File: config.mk
export PLATFORM = sky130hd
export DESIGN_NAME = byte_level_pretokenizer_top
export DESIGN_NICKNAME = d
export VERILOG_FILES = /design/src/design/blpt_pkg.sv /design/src/design/blpt_step.sv /design/src/design/blpt_fifo.sv /design/src/design/byte_level_pretokenizer_top.sv
export SDC_FILE = /design/constraint.sdc
export NUM_CORES = 1
export LEC_CHECK = 0
export BUFFER_PORTS_ARGS = -buffer_cell sky130_fd_sc_hd__buf_2
export CAP_MARGIN = 20
export CORE_ASPECT_RATIO = 1.75
export CORE_MARGIN = 2
export CORE_UTILIZATION = 35
export CTS_CLUSTER_SIZE = 25
export DETAILED_ROUTE_END_ITERATION = 10
export PLACE_DENSITY = 0.56
export REMOVE_ABC_BUFFERS = 1
export SYNTH_ARGS = -nofsm -noshare
export SYNTH_HDL_FRONTEND = slang
export SYNTH_SLANG_ARGS = --single-unit
File: constraint.sdc
create_clock -name clk -period 11.4 [get_ports clk]
set_input_delay 0.57 -clock clk [delete_from_list [all_inputs] [get_ports clk]]
set_output_delay 0.57 -clock clk [all_outputs]
set_load 0.02 [all_outputs]
File: src/design/blpt_pkg.sv
// Shared types, byte constants and character classing for the byte-level pretokenizer.
package blpt_pkg;

    // Input word: one text byte and the end-of-text mark.
    typedef struct packed {
        logic [7:0] text_byte;
        logic       text_last;
    } text_t;

    // Output word: one released byte with its chunk and step marks.
    typedef struct packed {
        logic [7:0] out_byte;
        logic       chunk_end;
        logic       run_last;
    } token_t;

    // Upper bound on the words that one input byte can release.
    localparam int MAX_RESULTS = 4;
    localparam int RES_CNT_W   = $clog2(MAX_RESULTS + 1);

    // Words released by one step, in order, with their count.
    typedef struct packed {
        logic [RES_CNT_W-1:0]         count;
        token_t [MAX_RESULTS-1:0]     item;
    } step_res_t;

    // Default address width of the output queue.
    localparam int FIFO_AW = 3;

    // Open run classes.
    localparam logic [2:0] CLS_NONE   = 3'd0;
    localparam logic [2:0] CLS_LETTER = 3'd1;
    localparam logic [2:0] CLS_DIGIT  = 3'd2;
    localparam logic [2:0] CLS_SYMBOL = 3'd3;
    localparam logic [2:0] CLS_SPACE  = 3'd4;
    localparam logic [2:0] CLS_QUOTE  = 3'd5;

    // Byte values that the rules look for.
    localparam logic [7:0] CH_SPACE = 8'h20;
    localparam logic [7:0] CH_TAB   = 8'h09;
    localparam logic [7:0] CH_LF    = 8'h0A;
    localparam logic [7:0] CH_VT    = 8'h0B;
    localparam logic [7:0] CH_FF    = 8'h0C;
    localparam logic [7:0] CH_CR    = 8'h0D;
    localparam logic [7:0] CH_QUOTE = 8'h27;
    localparam logic [7:0] CH_HIGH  = 8'h80;
    localparam logic [7:0] CH_D     = 8'h64;
    localparam logic [7:0] CH_E     = 8'h65;
    localparam logic [7:0] CH_L     = 8'h6C;
    localparam logic [7:0] CH_M     = 8'h6D;
    localparam logic [7:0] CH_R     = 8'h72;
    localparam logic [7:0] CH_S     = 8'h73;
    localparam logic [7:0] CH_T     = 8'h74;
    localparam logic [7:0] CH_V     = 8'h76;

    // True for space, tab, LF, CR, FF and VT.
    function automatic logic is_ws(input logic [7:0] c);
        return (c == CH_SPACE) || (c == CH_TAB) || (c == CH_LF) ||
               (c == CH_CR) || (c == CH_FF) || (c == CH_VT);
    endfunction

    // Class of one byte; bytes from 0x80 up count as letters.
    function automatic logic [2:0] class_of(input logic [7:0] c);
        logic [2:0] k;
        if (((c >= 8'h61) && (c <= 8'h7A)) || ((c >= 8'h41) && (c <= 8'h5A)) ||
            (c >= CH_HIGH))
        begin
            k = CLS_LETTER;
        end
        else if ((c >= 8'h30) && (c <= 8'h39))
        begin
            k = CLS_DIGIT;
        end
        else if (is_ws(c))
        begin
            k = CLS_SPACE;
        end
        else
        begin
            k = CLS_SYMBOL;
        end
        return k;
    endfunction

endpackage

File: src/design/blpt_step.sv
// Chunk-boundary logic: run state, held bytes and the words released per input byte.
module blpt_step (
    input  logic                clk,
    input  logic                rst_n,
    input  logic                fire,
    input  blpt_pkg::text_t     text,
    output blpt_pkg::step_res_t res
);

    // Run state. Only two of the held-byte slots are ever needed.
    logic [7:0] h0_reg, h1_reg;
    logic [7:0] h0_next, h1_next;
    logic [1:0] cnt_reg, cnt_next;
    logic [2:0] cls_reg, cls_next;
    logic [1:0] wsl_reg, wsl_next;

    logic [blpt_pkg::RES_CNT_W-1:0] n;
    logic [7:0] c;
    logic [7:0] want;
    logic [2:0] k;
    logic       do_run;
    logic       do_start;
    logic       start_lead;

    // One pass over the byte: feed the open run, start a new one, then flush on last.
    always_comb
    begin
        res      = '0;
        n        = '0;
        h0_next  = h0_reg;
        h1_next  = h1_reg;
        cnt_next = cnt_reg;
        cls_next = cls_reg;
        wsl_next = wsl_reg;
        c        = text.text_byte;
        k        = blpt_pkg::class_of(c);
        want     = (h1_reg == blpt_pkg::CH_L) ? blpt_pkg::CH_L : blpt_pkg::CH_E;
        do_run     = 1'b0;
        do_start   = 1'b0;
        start_lead = 1'b0;

        case (cls_reg) inside
            blpt_pkg::CLS_LETTER, blpt_pkg::CLS_DIGIT, blpt_pkg::CLS_SYMBOL:
            begin
                do_run = 1'b1;
            end
            blpt_pkg::CLS_SPACE:
            begin
                if (blpt_pkg::is_ws(c))
                begin
                    if (wsl_reg < 2'd2)
                    begin
                        h1_next  = c;
                        cnt_next = 2'd2;
                        wsl_next = 2'd2;
                    end
                    else
                    begin
                        res.item[n[1:0]] = '{out_byte: h0_next, chunk_end: 1'b0,
                                             run_last: 1'b0};
                        n       = n + 1'b1;
                        h0_next = h1_next;
                        h1_next = c;
                    end
                end
                else
                begin
                    // All but the last whitespace byte close as their own chunk.
                    if (wsl_reg == 2'd2)
                    begin
                        res.item[n[1:0]] = '{out_byte: h0_next, chunk_end: 1'b1,
                                             run_last: 1'b0};
                        n        = n + 1'b1;
                        h0_next  = h1_next;
                        cnt_next = 2'd1;
                        wsl_next = 2'd1;
                    end
                    // A final plain space leads the next run; other whitespace stands alone.
                    start_lead = (h0_next == blpt_pkg::CH_SPACE);
                    res.item[n[1:0]] = '{out_byte: h0_next, chunk_end: !start_lead,
                                         run_last: 1'b0};
                    n        = n + 1'b1;
                    do_start = 1'b1;
                end
            end
            blpt_pkg::CLS_QUOTE:
            begin
                if (cnt_reg < 2'd2)
                begin
                    if ((c == blpt_pkg::CH_S) || (c == blpt_pkg::CH_T) ||
                        (c == blpt_pkg::CH_M) || (c == blpt_pkg::CH_D))
                    begin
                        res.item[n[1:0]] = '{out_byte: h0_next, chunk_end: 1'b0,
                                             run_last: 1'b0};
                        n = n + 1'b1;
                        res.item[n[1:0]] = '{out_byte: c, chunk_end: 1'b1, run_last: 1'b0};
                        n = n + 1'b1;
                        cls_next = blpt_pkg::CLS_NONE;
                        cnt_next = 2'd0;
                        wsl_next = 2'd0;
                    end
                    else if ((c == blpt_pkg::CH_R) || (c == blpt_pkg::CH_V) ||
                             (c == blpt_pkg::CH_L))
                    begin
                        h1_next  = c;
                        cnt_next = 2'd2;
                    end
                    else
                    begin
                        cls_next = blpt_pkg::CLS_SYMBOL;
                        do_run   = 1'b1;
                    end
                end
                else if (c == want)
                begin
                    res.item[n[1:0]] = '{out_byte: h0_next, chunk_end: 1'b0, run_last: 1'b0};
                    n = n + 1'b1;
                    res.item[n[1:0]] = '{out_byte: h1_next, chunk_end: 1'b0, run_last: 1'b0};
                    n = n + 1'b1;
                    res.item[n[1:0]] = '{out_byte: c, chunk_end: 1'b1, run_last: 1'b0};
                    n = n + 1'b1;
                    cls_next = blpt_pkg::CLS_NONE;
                    cnt_next = 2'd0;
                    wsl_next = 2'd0;
                end
                else
                begin
                    // Failed two-letter contraction: the quote closes, the letter goes on.
                    res.item[n[1:0]] = '{out_byte: h0_next, chunk_end: 1'b1, run_last: 1'b0};
                    n        = n + 1'b1;
                    h0_next  = h1_next;
                    cnt_next = 2'd1;
                    cls_next = blpt_pkg::CLS_LETTER;
                    do_run   = 1'b1;
                end
            end
            default:
            begin
                do_start = 1'b1;
            end
        endcase

        // Continue or close a letter, digit or symbol run.
        if (do_run)
        begin
            if (k == cls_next)
            begin
                res.item[n[1:0]] = '{out_byte: h0_next, chunk_end: 1'b0, run_last: 1'b0};
                n       = n + 1'b1;
                h0_next = c;
            end
            else
            begin
                res.item[n[1:0]] = '{out_byte: h0_next, chunk_end: 1'b1, run_last: 1'b0};
                n        = n + 1'b1;
                do_start = 1'b1;
            end
        end

        // Open a new chunk with this byte.
        if (do_start)
        begin
            h0_next  = c;
            cnt_next = 2'd1;
            wsl_next = 2'd0;
            if (k == blpt_pkg::CLS_SPACE)
            begin
                cls_next = blpt_pkg::CLS_SPACE;
                wsl_next = 2'd1;
            end
            else if ((c == blpt_pkg::CH_QUOTE) && !start_lead)
            begin
                cls_next = blpt_pkg::CLS_QUOTE;
            end
            else
            begin
                cls_next = k;
            end
        end

        // End of text: release everything still held.
        if (text.text_last)
        begin
            case (cls_next) inside
                blpt_pkg::CLS_LETTER, blpt_pkg::CLS_DIGIT, blpt_pkg::CLS_SYMBOL:
                begin
                    res.item[n[1:0]] = '{out_byte: h0_next, chunk_end: 1'b1, run_last: 1'b0};
                    n = n + 1'b1;
                end
                blpt_pkg::CLS_SPACE:
                begin
                    res.item[n[1:0]] = '{out_byte: h0_next, chunk_end: (cnt_next < 2'd2),
                                         run_last: 1'b0};
                    n = n + 1'b1;
                    if (cnt_next >= 2'd2)
                    begin
                        res.item[n[1:0]] = '{out_byte: h1_next, chunk_end: 1'b1,
                                             run_last: 1'b0};
                        n = n + 1'b1;
                    end
                end
                blpt_pkg::CLS_QUOTE:
                begin
                    res.item[n[1:0]] = '{out_byte: h0_next, chunk_end: 1'b1, run_last: 1'b0};
                    n = n + 1'b1;
                    if (cnt_next >= 2'd2)
                    begin
                        res.item[n[1:0]] = '{out_byte: h1_next, chunk_end: 1'b1,
                                             run_last: 1'b0};
                        n = n + 1'b1;
                    end
                end
                default:
                begin
                end
            endcase
            cls_next = blpt_pkg::CLS_NONE;
            cnt_next = 2'd0;
            wsl_next = 2'd0;
        end

        // Mark the final word of the step.
        if (n != '0)
        begin
            res.item[2'(n - 1'b1)].run_last = 1'b1;
        end
        res.count = fire ? n : '0;
    end

    // Control state.
    always_ff @(posedge clk or negedge rst_n)
    begin
        if (!rst_n)
        begin
            cls_reg <= blpt_pkg::CLS_NONE;
            cnt_reg <= 2'd0;
            wsl_reg <= 2'd0;
        end
        else if (fire)
        begin
            cls_reg <= cls_next;
            cnt_reg <= cnt_next;
            wsl_reg <= wsl_next;
        end
    end

    // Held bytes carry no reset.
    always_ff @(posedge clk)
    begin
        if (fire)
        begin
            h0_reg <= h0_next;
            h1_reg <= h1_next;
        end
    end

`ifndef SYNTHESIS
    a_none_iff_empty: assert property (@(posedge clk) disable iff (!rst_n)
        (cls_reg == blpt_pkg::CLS_NONE) == (cnt_reg == 2'd0))
        else $error("run class and held count disagree");
    a_space_len: assert property (@(posedge clk) disable iff (!rst_n)
        (cls_reg == blpt_pkg::CLS_SPACE) |-> (wsl_reg == cnt_reg))
        else $error("whitespace length differs from held count");
    a_two_held: assert property (@(posedge clk) disable iff (!rst_n)
        (cnt_reg == 2'd2) |->
        ((cls_reg == blpt_pkg::CLS_SPACE) || (cls_reg == blpt_pkg::CLS_QUOTE)))
        else $error("two bytes held outside whitespace or contraction");
`endif

endmodule

File: src/design/blpt_fifo.sv
// Output queue: takes up to four words per cycle, gives one word per cycle while token_stall is low.
module blpt_fifo #(
    parameter int AW = blpt_pkg::FIFO_AW
) (
    input  logic                clk,
    input  logic                rst_n,
    input  blpt_pkg::step_res_t push,
    output logic                room,
    output logic                token_valid,
    input  logic                token_stall,
    output blpt_pkg::token_t    token
);

    localparam int DEPTH = 1 << AW;

    blpt_pkg::token_t mem [DEPTH];
    logic [AW-1:0] wr_ptr_reg, rd_ptr_reg;
    logic [AW:0]   count_reg, count_next;
    logic          pop;

    assign token_valid = (count_reg != '0);
    assign token       = mem[rd_ptr_reg];
    assign pop         = token_valid && !token_stall;
    // Room for the largest burst one step can push.
    assign room        = (count_reg <= (AW + 1)'(DEPTH - blpt_pkg::MAX_RESULTS));
    assign count_next  = count_reg + (AW + 1)'(push.count) - (AW + 1)'(pop);

    // Pointers and fill count.
    always_ff @(posedge clk or negedge rst_n)
    begin
        if (!rst_n)
        begin
            wr_ptr_reg <= '0;
            rd_ptr_reg <= '0;
            count_reg  <= '0;
        end
        else
        begin
            wr_ptr_reg <= wr_ptr_reg + AW'(push.count);
            rd_ptr_reg <= rd_ptr_reg + AW'(pop);
            count_reg  <= count_next;
        end
    end

    // Storage: the step's words land at consecutive slots.
    always_ff @(posedge clk)
    begin
        for (int i = 0; i < blpt_pkg::MAX_RESULTS; i++)
        begin
            if (i < int'(push.count))
            begin
                mem[wr_ptr_reg + AW'(i)] <= push.item[i];
            end
        end
    end

`ifndef SYNTHESIS
    a_no_overflow: assert property (@(posedge clk) disable iff (!rst_n)
        (push.count != '0) |-> room)
        else $error("queue pushed without room for a full burst");
    a_bounded: assert property (@(posedge clk) disable iff (!rst_n)
        count_reg <= (AW + 1)'(DEPTH))
        else $error("queue count beyond depth");
    a_count_track: assert property (@(posedge clk) disable iff (!rst_n)
        (pop || (push.count != '0)) |=> (count_reg == $past(count_next)))
        else $error("queue count lost a push or pop");
    a_empty_hold: assert property (@(posedge clk) disable iff (!rst_n)
        (!token_valid && (push.count == '0)) |=> !token_valid)
        else $error("queue became valid without a push");
`endif

endmodule

File: src/design/byte_level_pretokenizer_top.sv
// Byte-level pretokenizer top: input register, boundary logic and output queue.
// A byte is captured in the input register and classed by the boundary logic, which
// writes its words into the output queue once the byte's chunk boundary is known.
// Throughput: one byte per cycle; every byte leaves as exactly one word. Input stalls
// only while the output queue has fewer than four free slots (depth set by FIFO_AW).
// Reset clears the run state and the queue; held bytes and queue slots are not cleared.
module byte_level_pretokenizer_top #(
    parameter int FIFO_AW = blpt_pkg::FIFO_AW
) (
    input  logic             clk,
    input  logic             rst_n,
    input  logic             text_valid,
    output logic             text_stall,
    input  blpt_pkg::text_t  text,
    output logic             token_valid,
    input  logic             token_stall,
    output blpt_pkg::token_t token
);

    logic                text_valid_reg;
    blpt_pkg::text_t     text_reg;
    logic                room;
    logic                fire;
    logic                accept;
    blpt_pkg::step_res_t res;

    // The held word moves on when the queue can take a full burst.
    assign fire       = text_valid_reg && room;
    assign text_stall = text_valid_reg && !room;
    assign accept     = text_valid && !text_stall;

    // Input register.
    always_ff @(posedge clk or negedge rst_n)
    begin
        if (!rst_n)
        begin
            text_valid_reg <= 1'b0;
        end
        else if (accept)
        begin
            text_valid_reg <= 1'b1;
        end
        else if (fire)
        begin
            text_valid_reg <= 1'b0;
        end
    end

    always_ff @(posedge clk)
    begin
        if (accept)
        begin
            text_reg <= text;
        end
    end

    blpt_step u_step (
        .clk   (clk),
        .rst_n (rst_n),
        .fire  (fire),
        .text  (text_reg),
        .res   (res)
    );

    blpt_fifo #(
        .AW (FIFO_AW)
    ) u_fifo (
        .clk         (clk),
        .rst_n       (rst_n),
        .push        (res),
        .room        (room),
        .token_valid (token_valid),
        .token_stall (token_stall),
        .token       (token)
    );

endmodule

# Word-level counts from Yosys, hierarchy flattened
# Memory sizes are Yosys's and may differ from the RTL's.
# Index checks and enable logic that the tools add are counted.
[totals] register_bits=43 mem_bits_rw=80 output_inout_bits=12 mem_count=1
[classes] n_addsub=12 n_lt_le_gt_ge=26 eq_ne=34 muxes=152 n_reduce_logical=39
[mem_list] name="u_fifo.mem" depth=8 word_bits=10 rd=1 rd_clocked_by_memory_dff=0 write_ports=3 line="blpt_fifo.sv:16" source="blpt_pkg::token_t mem [DEPTH];"
[ops] cell="2-to-1 mux 40 bit" n=9
[ops] cell="bitwise mux 40 bit" n=8
[ops] cell="2-to-1 mux 8 bit" n=21
[ops] cell="2-to-1 mux 10 bit" n=14
[ops] cell="2-to-1 mux 30 bit" n=4
[ops] cell="demux 10 bit (select 2 bit)" n=5
[ops] cell="2-to-1 mux 3 bit" n=27
[ops] cell="== test 8 x 7 -> 1 bit (second input constant)" n=8
[ops] cell="2-to-1 mux 20 bit" n=3
[ops] cell="2-to-1 mux 2 bit" n=27
[ops] cell="== test 8 x 4 -> 1 bit (second input constant)" n=5
[ops] cell="2-to-1 mux 1 bit" n=33
[ops] cell="== test 8 x 6 -> 1 bit (second input constant)" n=3
[ops] cell="greater-or-equal comparator 8 x 7 -> 1 bit (second input constant)" n=2
[ops] cell="<= comparator 8 x 7 -> 1 bit (second input constant)" n=2
[ops] cell="adder 3 x 1 -> 3 bit (second input constant)" n=5
[ops] cell="== test 3 bit (second input constant)" n=5
[ops] cell="< comparator 2 x 3 -> 1 bit (second input constant)" n=5
[ops] cell="logical AND 1 bit" n=13
[ops] cell="== test 3 x 2 -> 1 bit (second input constant)" n=4
[ops] cell="logical OR 1 bit" n=12
[ops] cell="greater-or-equal comparator 2 x 1 -> 1 bit (second input constant)" n=5
[ops] cell="!= test 5 x 3 -> 1 bit (second input constant)" n=2
[ops] cell="OR reduction 10 bit" n=1
[ops] cell="28 further kinds" n=40

# Depth between registers and ports, before layout
# Gate-level depths: netlist of run 1.
[depth] ltp_word=31 depth_mapped=25

# By module
# A second synthesis of run 1 with hierarchy kept.
[unflattened] cells_unflattened=1099 hier_area_um2=9798.1
[by_module_without_submodules] module="blpt_fifo" instances=1 cells_per_inst=598 area_per_inst_um2=6000.8
[by_module_without_submodules] module="blpt_step" instances=1 cells_per_inst=486 area_per_inst_um2=3463.3
[by_module_without_submodules] module="byte_level_pretokenizer_top" instances=1 cells_per_inst=15 area_per_inst_um2=334.1

# Least setup slack after synthesis of run 1
# Ideal clock, no wire load.
[synth_timing] path_type="register to register" start="reg text_reg[2] (netlist name)" end="mem u_fifo.mem[2][0] (netlist name) (enable)" arrival_time_ps=4502 t_required_ps=11017 setup_slack_ps=6516 stages_incl_launch_ff=21 n_path_buf=5 period_less_slack_ps=4884 cell_sequence="edfxtp_1 -> buf_4 -> nor2_2 -> o2111a_1 -> nor2_1 -> buf_2 -> nand2_1 -> o211ai_1 -> and2_1 -> ha_1 -> a21oi_1 -> inv_1 -> ha_1 -> clkbuf_1 -> nor4_1 -> a2bb2oi_4 -> nand2_4 -> buf_2 -> buf_2 -> a22oi_1 -> o221ai_1"
[synth_lines] element="from (decl)" line="byte_level_pretokenizer_top.sv:21" source="blpt_pkg::text_t text_reg;"
[synth_lines] element="from (signal assigned)" line="byte_level_pretokenizer_top.sv:53" source="text_reg <= text;"
[synth_lines] element="to (decl)" line="blpt_fifo.sv:16"

==> flow_metrics.tcl, run 1 <==
set metrics [dict create \
    outcome "complete, no violations" \
    avgSynthCellArea_sq_um 9.10 \
    drtAntennaViolNets 0 \
    nFillCells 3087 \
    finalSetupTns_ps 0 \
    ys_seq_elements 122 \
    wirelength_mm 46.2 \
    swShare_pct 51.2 \
    maxCapViolCount 0 \
    final_nets 1201 \
    powerDensity_nw_per_um2 356 \
    grt_pass1_wl_mm 67.6 \
    rsz0062_at_grt "no" \
    cts_tree "done" \
    clk_latency_ps 450 \
    synthArstFlopShare_pct 13.9 \
    worstReg2RegStart "text_reg[5]" \
    synth.distinct_cells 109 \
    ios 25 \
    min_period_ps 6440 \
    seq_power_share_pct 22.2 \
    crit_start "text_reg[5]" \
    regToRegSetupSlack_ps 4960 \
    r2r-end "u_fifo.mem[1][4]" \
    finalSetupViolCount 0 \
    combPwrFrac_pct 64.4 \
    diodes 0 \
    cts.clk_slew.worst_paths_ps 70 \
    viasPerCell 6.70 \
    first_pass_iters 10 \
    synth_edf_count 105 \
    port_buffers 24 \
    ir_worst_vdd_uv 139 \
    yosys-top-cells-area "edfxtp_1 (29%), mux2i_1 (4.8%), a21oi_1 (4.6%)" \
    routed-via-count 10500 \
    clockRootBuffer "clkbuf_16" \
    die_h_um 236 \
    synth_warnings 0 \
    required_ps 11530 \
    switching_power_w 0.00214 \
    place.gp.congestion 1.03 \
    syn2layout_area_growth_pct 9.62 \
    largest_register_ffs 80 \
    dpl.hpwl_mm 34.7 \
    multi_input_area_sq_um 6610 \
    worstSetupPathType "reg -> reg" \
    arrival_ps 6580 \
    wl_per_cell_um 29.5 \
    grt_max_degree 64 \
    yosys-top-cells-count "nor2_1 (119), nand2_1 (109), edfxtp_1 (105)" \
    finalClockSkew_ps 18.8 \
    slew_viol_final 0 \
    core-area_sq_um 30100 \
    postCtsSetupBuffers 0 \
    p_leak_nw 4.36 \
    cp-start-kind "register" \
    hold_violations 0 \
    endpoint_kind "register" \
    drc 0 \
    synth.top_cell.area_share_pct 29.4 \
    antenna_found_initial 1 \
    synthesis.area_sq_um 10700 \
    hold_class "in -> async" \
    htreeDepth 4 \
    rows 84 \
    seq_area_sq_um 3580 \
    synth_seq_area_share_pct 33.4 \
    grt_pass1_vias 10317 \
    max_freq_mhz 155 \
    worst_hold_slack_ps 53.7 \
    layout-drive-gt1-share_pct 15.8 \
    post-synth-top-count-cell "nor2_1" \
    die_x_um 136 \
    dieArea_sq_um 32100 \
    grt_use_total_pct 29.1 \
    period_share_pct 56.5 \
    cts_buffer_depth 2 \
    tightestPinTransition_ps 1110 \
    path_max_fanout 21 \
    max_slew_margin_pct 25.6 \
    synth_largest_area_cell "edfxtp_1" \
    overflow 0 \
    critPathCapture "u_fifo.mem[1][4]" \
    clkPwrFrac_pct 13.3 \
    cts_sinks 122 \
    post_cts_resized 0 \
    r2r_cells 17 \
    numCtsBuffers 17 \
    final_util_pct 39.1 \
    start_util_pct 35.7 \
    syn_inst 1178 \
    ys.flop_type "edfxtp_1" \
    ctsHoldBuffers 0 \
    internal-power_w 0.00204 \
    drtIter0Drc 1344 \
]
==> power groups by stage <==
stage | clock network, W | logic, W | registers, W
5_1_grt | 0.000582 | 0.00285 | 0.000948
3_3_place_gp | 0 | 0.00259 | 0.000931
4_1_cts | 0.000566 | 0.00260 | 0.000928
2_1_floorplan | 0 | 0.00173 | 0.000893
3_5_place_dp | 0 | 0.00258 | 0.000936
6_report | 0.000559 | 0.00270 | 0.000930
==> cell usage in the layout, fill, tap and decap left out, types with 16 or more instances in the layout <==
cell	instances
a21oi_1	98
a22oi_1	17
a31oi_1	21
buf_2	27
buf_4	30
clkbuf_16	17
dfrtp_1	17
edfxtp_1	105
ha_1	17
inv_1	30
mux2_2	20
mux2i_1	51
mux4_2	20
nand2_1	109
nand3_1	45
nor2_1	119
nor3_1	19
o21ai_0	47
o21ai_1	18
o221ai_1	16
o22ai_1	52
==> worst min-delay path by stage <==
stage                              from                  end  slack (ps)  cells after the start
floorplan                         rst_n       text_valid_reg         270                      0
global placement    u_fifo.count_reg[0]  u_fifo.count_reg[0]         480                      1
detailed placement  u_fifo.count_reg[0]  u_fifo.count_reg[0]         490                      1
CTS                               rst_n    u_step.cls_reg[0]          60                      1
global route                      rst_n    u_step.wsl_reg[0]          90                      1
finish                            rst_n    u_step.cls_reg[0]          50                      1
==> worst max-delay path, cell delays in order (launching register included) <==
cell and delay [ps]:
edfxtp_1 540, nor3_1 460, o211a_1 340, nor2_1 70, buf_4 190, nand2_1 100, o211ai_1 110, and2_1 210
ha_1 300, a21oi_1 280, ha_1 610, nand2b_1 180, o41ai_1 80, or3_4 500, o211ai_2 690, nand4_1 860
o221ai_1 300, buf_4 290
==> final cells by class <==
| cell class | instances | share of cell area [%] |
|---|---|---|
| clock buffer | 17 | 3.62 |
| tap | 387 | 4.12 |
| clock inverter | 13 | 1.44 |
| timing repair buffer | 57 | 3.07 |
| multi-input combinational | 938 | 56.2 |
| inverter | 33 | 1.05 |
| sequential | 122 | 30.5 |
==> stage by stage <==
stage	total power [W]	setup WS (ps)	instances	area (sq um)
after floorplan	0.00262	5850	1093	10300
after global placement	0.00353	4980	1529	11100
after detailed placement	0.00352	4830	1532	11100
after CTS	0.00409	4800	1562	11700
after global routing	0.00438	4720	1567	11800
final	0.00419	4960	1567	11800
==> kinds of logic after synthesis <==
| family | Yosys count | share of synthesized area (%) |
|---|---|---|
| compound gates | 427 | 28.4 |
| simple gates | 384 | 18.1 |
| fa+ha+maj | 19 | 2.36 |
| flops | 122 | 33.4 |
| buf+inv | 118 | 5.08 |
| xor+xnor | 17 | 1.63 |
| mux | 91 | 11.1 |
==> metal layers <==
metal / up-vias / part of all wire, % / track usage [%]
met5: - / 0.028 / 0
met1: 4923 / 32 / 28.8
met4: 2 / 10 / 22.7
li1: 4609 / - / -
met2: 711 / 51 / 51.6
met3: 255 / 7.1 / 5.81
Note: power is estimated with default switching activity, not from simulation.
==> run 2: changes to the inputs <==
clock period = 6.5 ns   (was 11.4 ns; I/O delays follow)
==> flow_metrics.tcl, run 2 (synthesized netlist as in run 1, its figures left out) <==
set metrics [dict create \
    outcome "complete, no violations" \
    grt_max_degree 35 \
    path_max_fanout 34 \
    cp-start-kind "register" \
    hold_class "in -> reg" \
    maxUsedRoutingLayer "met4" \
    ir_worst_vdd_uv 271 \
    drtAntennaViolNets 0 \
    final_nets 1230 \
    wl_per_cell_um 29.0 \
    drtIter0Drc 1168 \
    worstSetupPathType "reg -> reg" \
    place.gp.congestion 1.02 \
    critPathSlowestCell "nor2_1" \
    viasPerCell 6.67 \
    p_leak_nw 4.52 \
    syn2layout_area_growth_pct 11.9 \
    finalClockSkew_ps 20.6 \
    grt_pass1_vias 10613 \
    critPathBufInv 4 \
    hold_violations 0 \
    r2r_cells 21 \
    final_common_cell "nor2_1" \
    grt_use_total_pct 29.1 \
    cts_tree "done" \
    htreeDepth 4 \
    dpl.hpwl_mm 35.6 \
    finalPower_w 0.00741 \
    final_cell_mix "nor2_1 (119), nand2_1 (109), edfxtp_1 (105)" \
    crit_chain "and3b_1 -> o211a_1 -> nor2_1 -> nand2_1 -> o211ai_1 -> and2_1 -> ha_1 -> a21oi_1 -> inv_1 -> ha_1 -> nand2_1 -> nor3_1 -> o21ai_1 -> a2bb2oi_4 -> nand2_4 -> inv_2 -> buf_4 -> buf_4 -> a21oi_1 -> o32ai_1 -> a21oi_1" \
    slew_viol_final 0 \
    clk_latency_ps 460 \
    min_period_ps 6060 \
    core-area_sq_um 30100 \
    wirelength_mm 46.3 \
    clockRootBuffer "clkbuf_16" \
    antenna_found_initial 0 \
    regToRegSetupSlack_ps 440 \
    rsz0062_at_grt "no" \
    r2r-end "u_fifo.mem[5][9]" \
    period_share_pct 93.3 \
    maxCapViolCount 0 \
    critPathTopFamily "simple AND/OR/NAND/NOR gates" \
    first_pass_iters 6 \
    grt_pass1_wl_mm 68.0 \
    tightestPinTransition_ps 1190 \
    largest_register_ffs 80 \
    required_ps 6690 \
    holdPathStages 1 \
    dieArea_sq_um 32100 \
    finalSetupViolCount 0 \
    max_freq_mhz 165 \
    routed-via-count 10662 \
    met2_length_mm 23.5 \
    drc 0 \
    port_buffers 24 \
    drt-met1-wl_mm 15.2 \
    endpoint_kind "register" \
    hp-start "text[0]" \
    cts.clk_slew.worst_paths_ps 60 \
    overflow 0 \
    start_util_pct 35.7 \
    wl_met3_mm 2.65 \
    ios 25 \
    numCtsBuffers 17 \
    rows 84 \
    crit_path_max_incr_delay_ps 720 \
    die_x_um 136 \
    critPathMostFrequentCell "a21oi_1" \
    powerDensity_nw_per_um2 618 \
    cts_buffer_depth 2 \
    diodes 0 \
    finalSetupTns_ps 0 \
    die_h_um 236 \
    max_slew_margin_pct 20.3 \
    worstReg2RegStart "text_reg[2]" \
    cts_sinks 122 \
    layout-drive-gt1-share_pct 17.9 \
    holdPathEnd "text_reg[0]" \
    arrival_ps 6250 \
]
-- run 2: cell types whose count changed in the layout (fill, tap and decap cells not counted) --
cell           before  now
buf_2              27   24
buf_4              30   61
bufinv_16           3    2
clkinv_2            1    0
clkinvlp_4          4    2
dlygate4sd3_1       0    1
inv_6               3    6
inv_8               0    3
nor3_1             19   18
nor3_2              4    5
-- run 2: how the worst max path moves through the flow --
| stage | startpoint | cells after the start | slack [ps] | to |
|---|---|---|---|---|
| floorplan | text_reg[2] | 19 | 950 | u_fifo.mem[3][0] |
| global placement | text_reg[2] | 21 | 780 | u_fifo.mem[5][9] |
| detailed placement | text_reg[2] | 21 | 640 | u_fifo.mem[5][9] |
| CTS | text_reg[2] | 21 | 630 | u_fifo.mem[5][9] |
| global route | text_reg[2] | 21 | 70 | u_fifo.mem[7][9] |
| finish | text_reg[2] | 21 | 440 | u_fifo.mem[5][9] |
-- run 2: metal layers --
layer / up-vias / global-route usage (%)
li1: 4676 / -
met1: 5081 / 28.6
met2: 644 / 50.5
met3: 261 / 5.00
met4: 0 / 26.7
met5: - / 0
-- run 2: power by group --
| part | internal (W) | switching [W] | leakage (nW) |
|---|---|---|---|
| logic | 0.00169 | 0.00308 | 3.05 |
| clock network | 0.000580 | 0.000437 | 0.292 |
| registers | 0.00135 | 0.000273 | 1.17 |
-- run 2: worst reg2reg max path: cells and delay by family (launching register included) --
kind,cells,cell delay (ps)
and+or+nand+nor,7,1900
AOI/OAI and AO/OA,8,1670
buffers and inverters,4,1180
DFF,1,590
adders and majority gates,2,460
-- run 2: repair_timing --
item,CTS,global route
hold buffers,1,0
endpoints found under the hold margin,17,0
setup buffers,0,0
resized for setup,0,0
-- run 2: per-stage QoR --
step	util (%)	hold WS, ps	instances	instance area (sq um)	worst slack (ps)
after detailed placement	37.8	289	1564	11400	635
final	39.9	47.2	1598	12000	437
after global routing	39.9	39.6	1598	12000	73.1
after CTS	39.9	32.1	1597	12000	626
after floorplan	-	29.4	1093	10300	954
after global placement	37.8	286	1564	11400	781
-- run 2: cell type report --
type                            instances  area, sq um
Timing Repair Buffer                   86          588
Sequential cell                       122         3580
Inverter                               33          124
Clock inverter                         15          179
Multi-Input combinational cell        938         6610
Fill cell                            3067        18100
Clock buffer                           17          425
Tap cell                              387          484
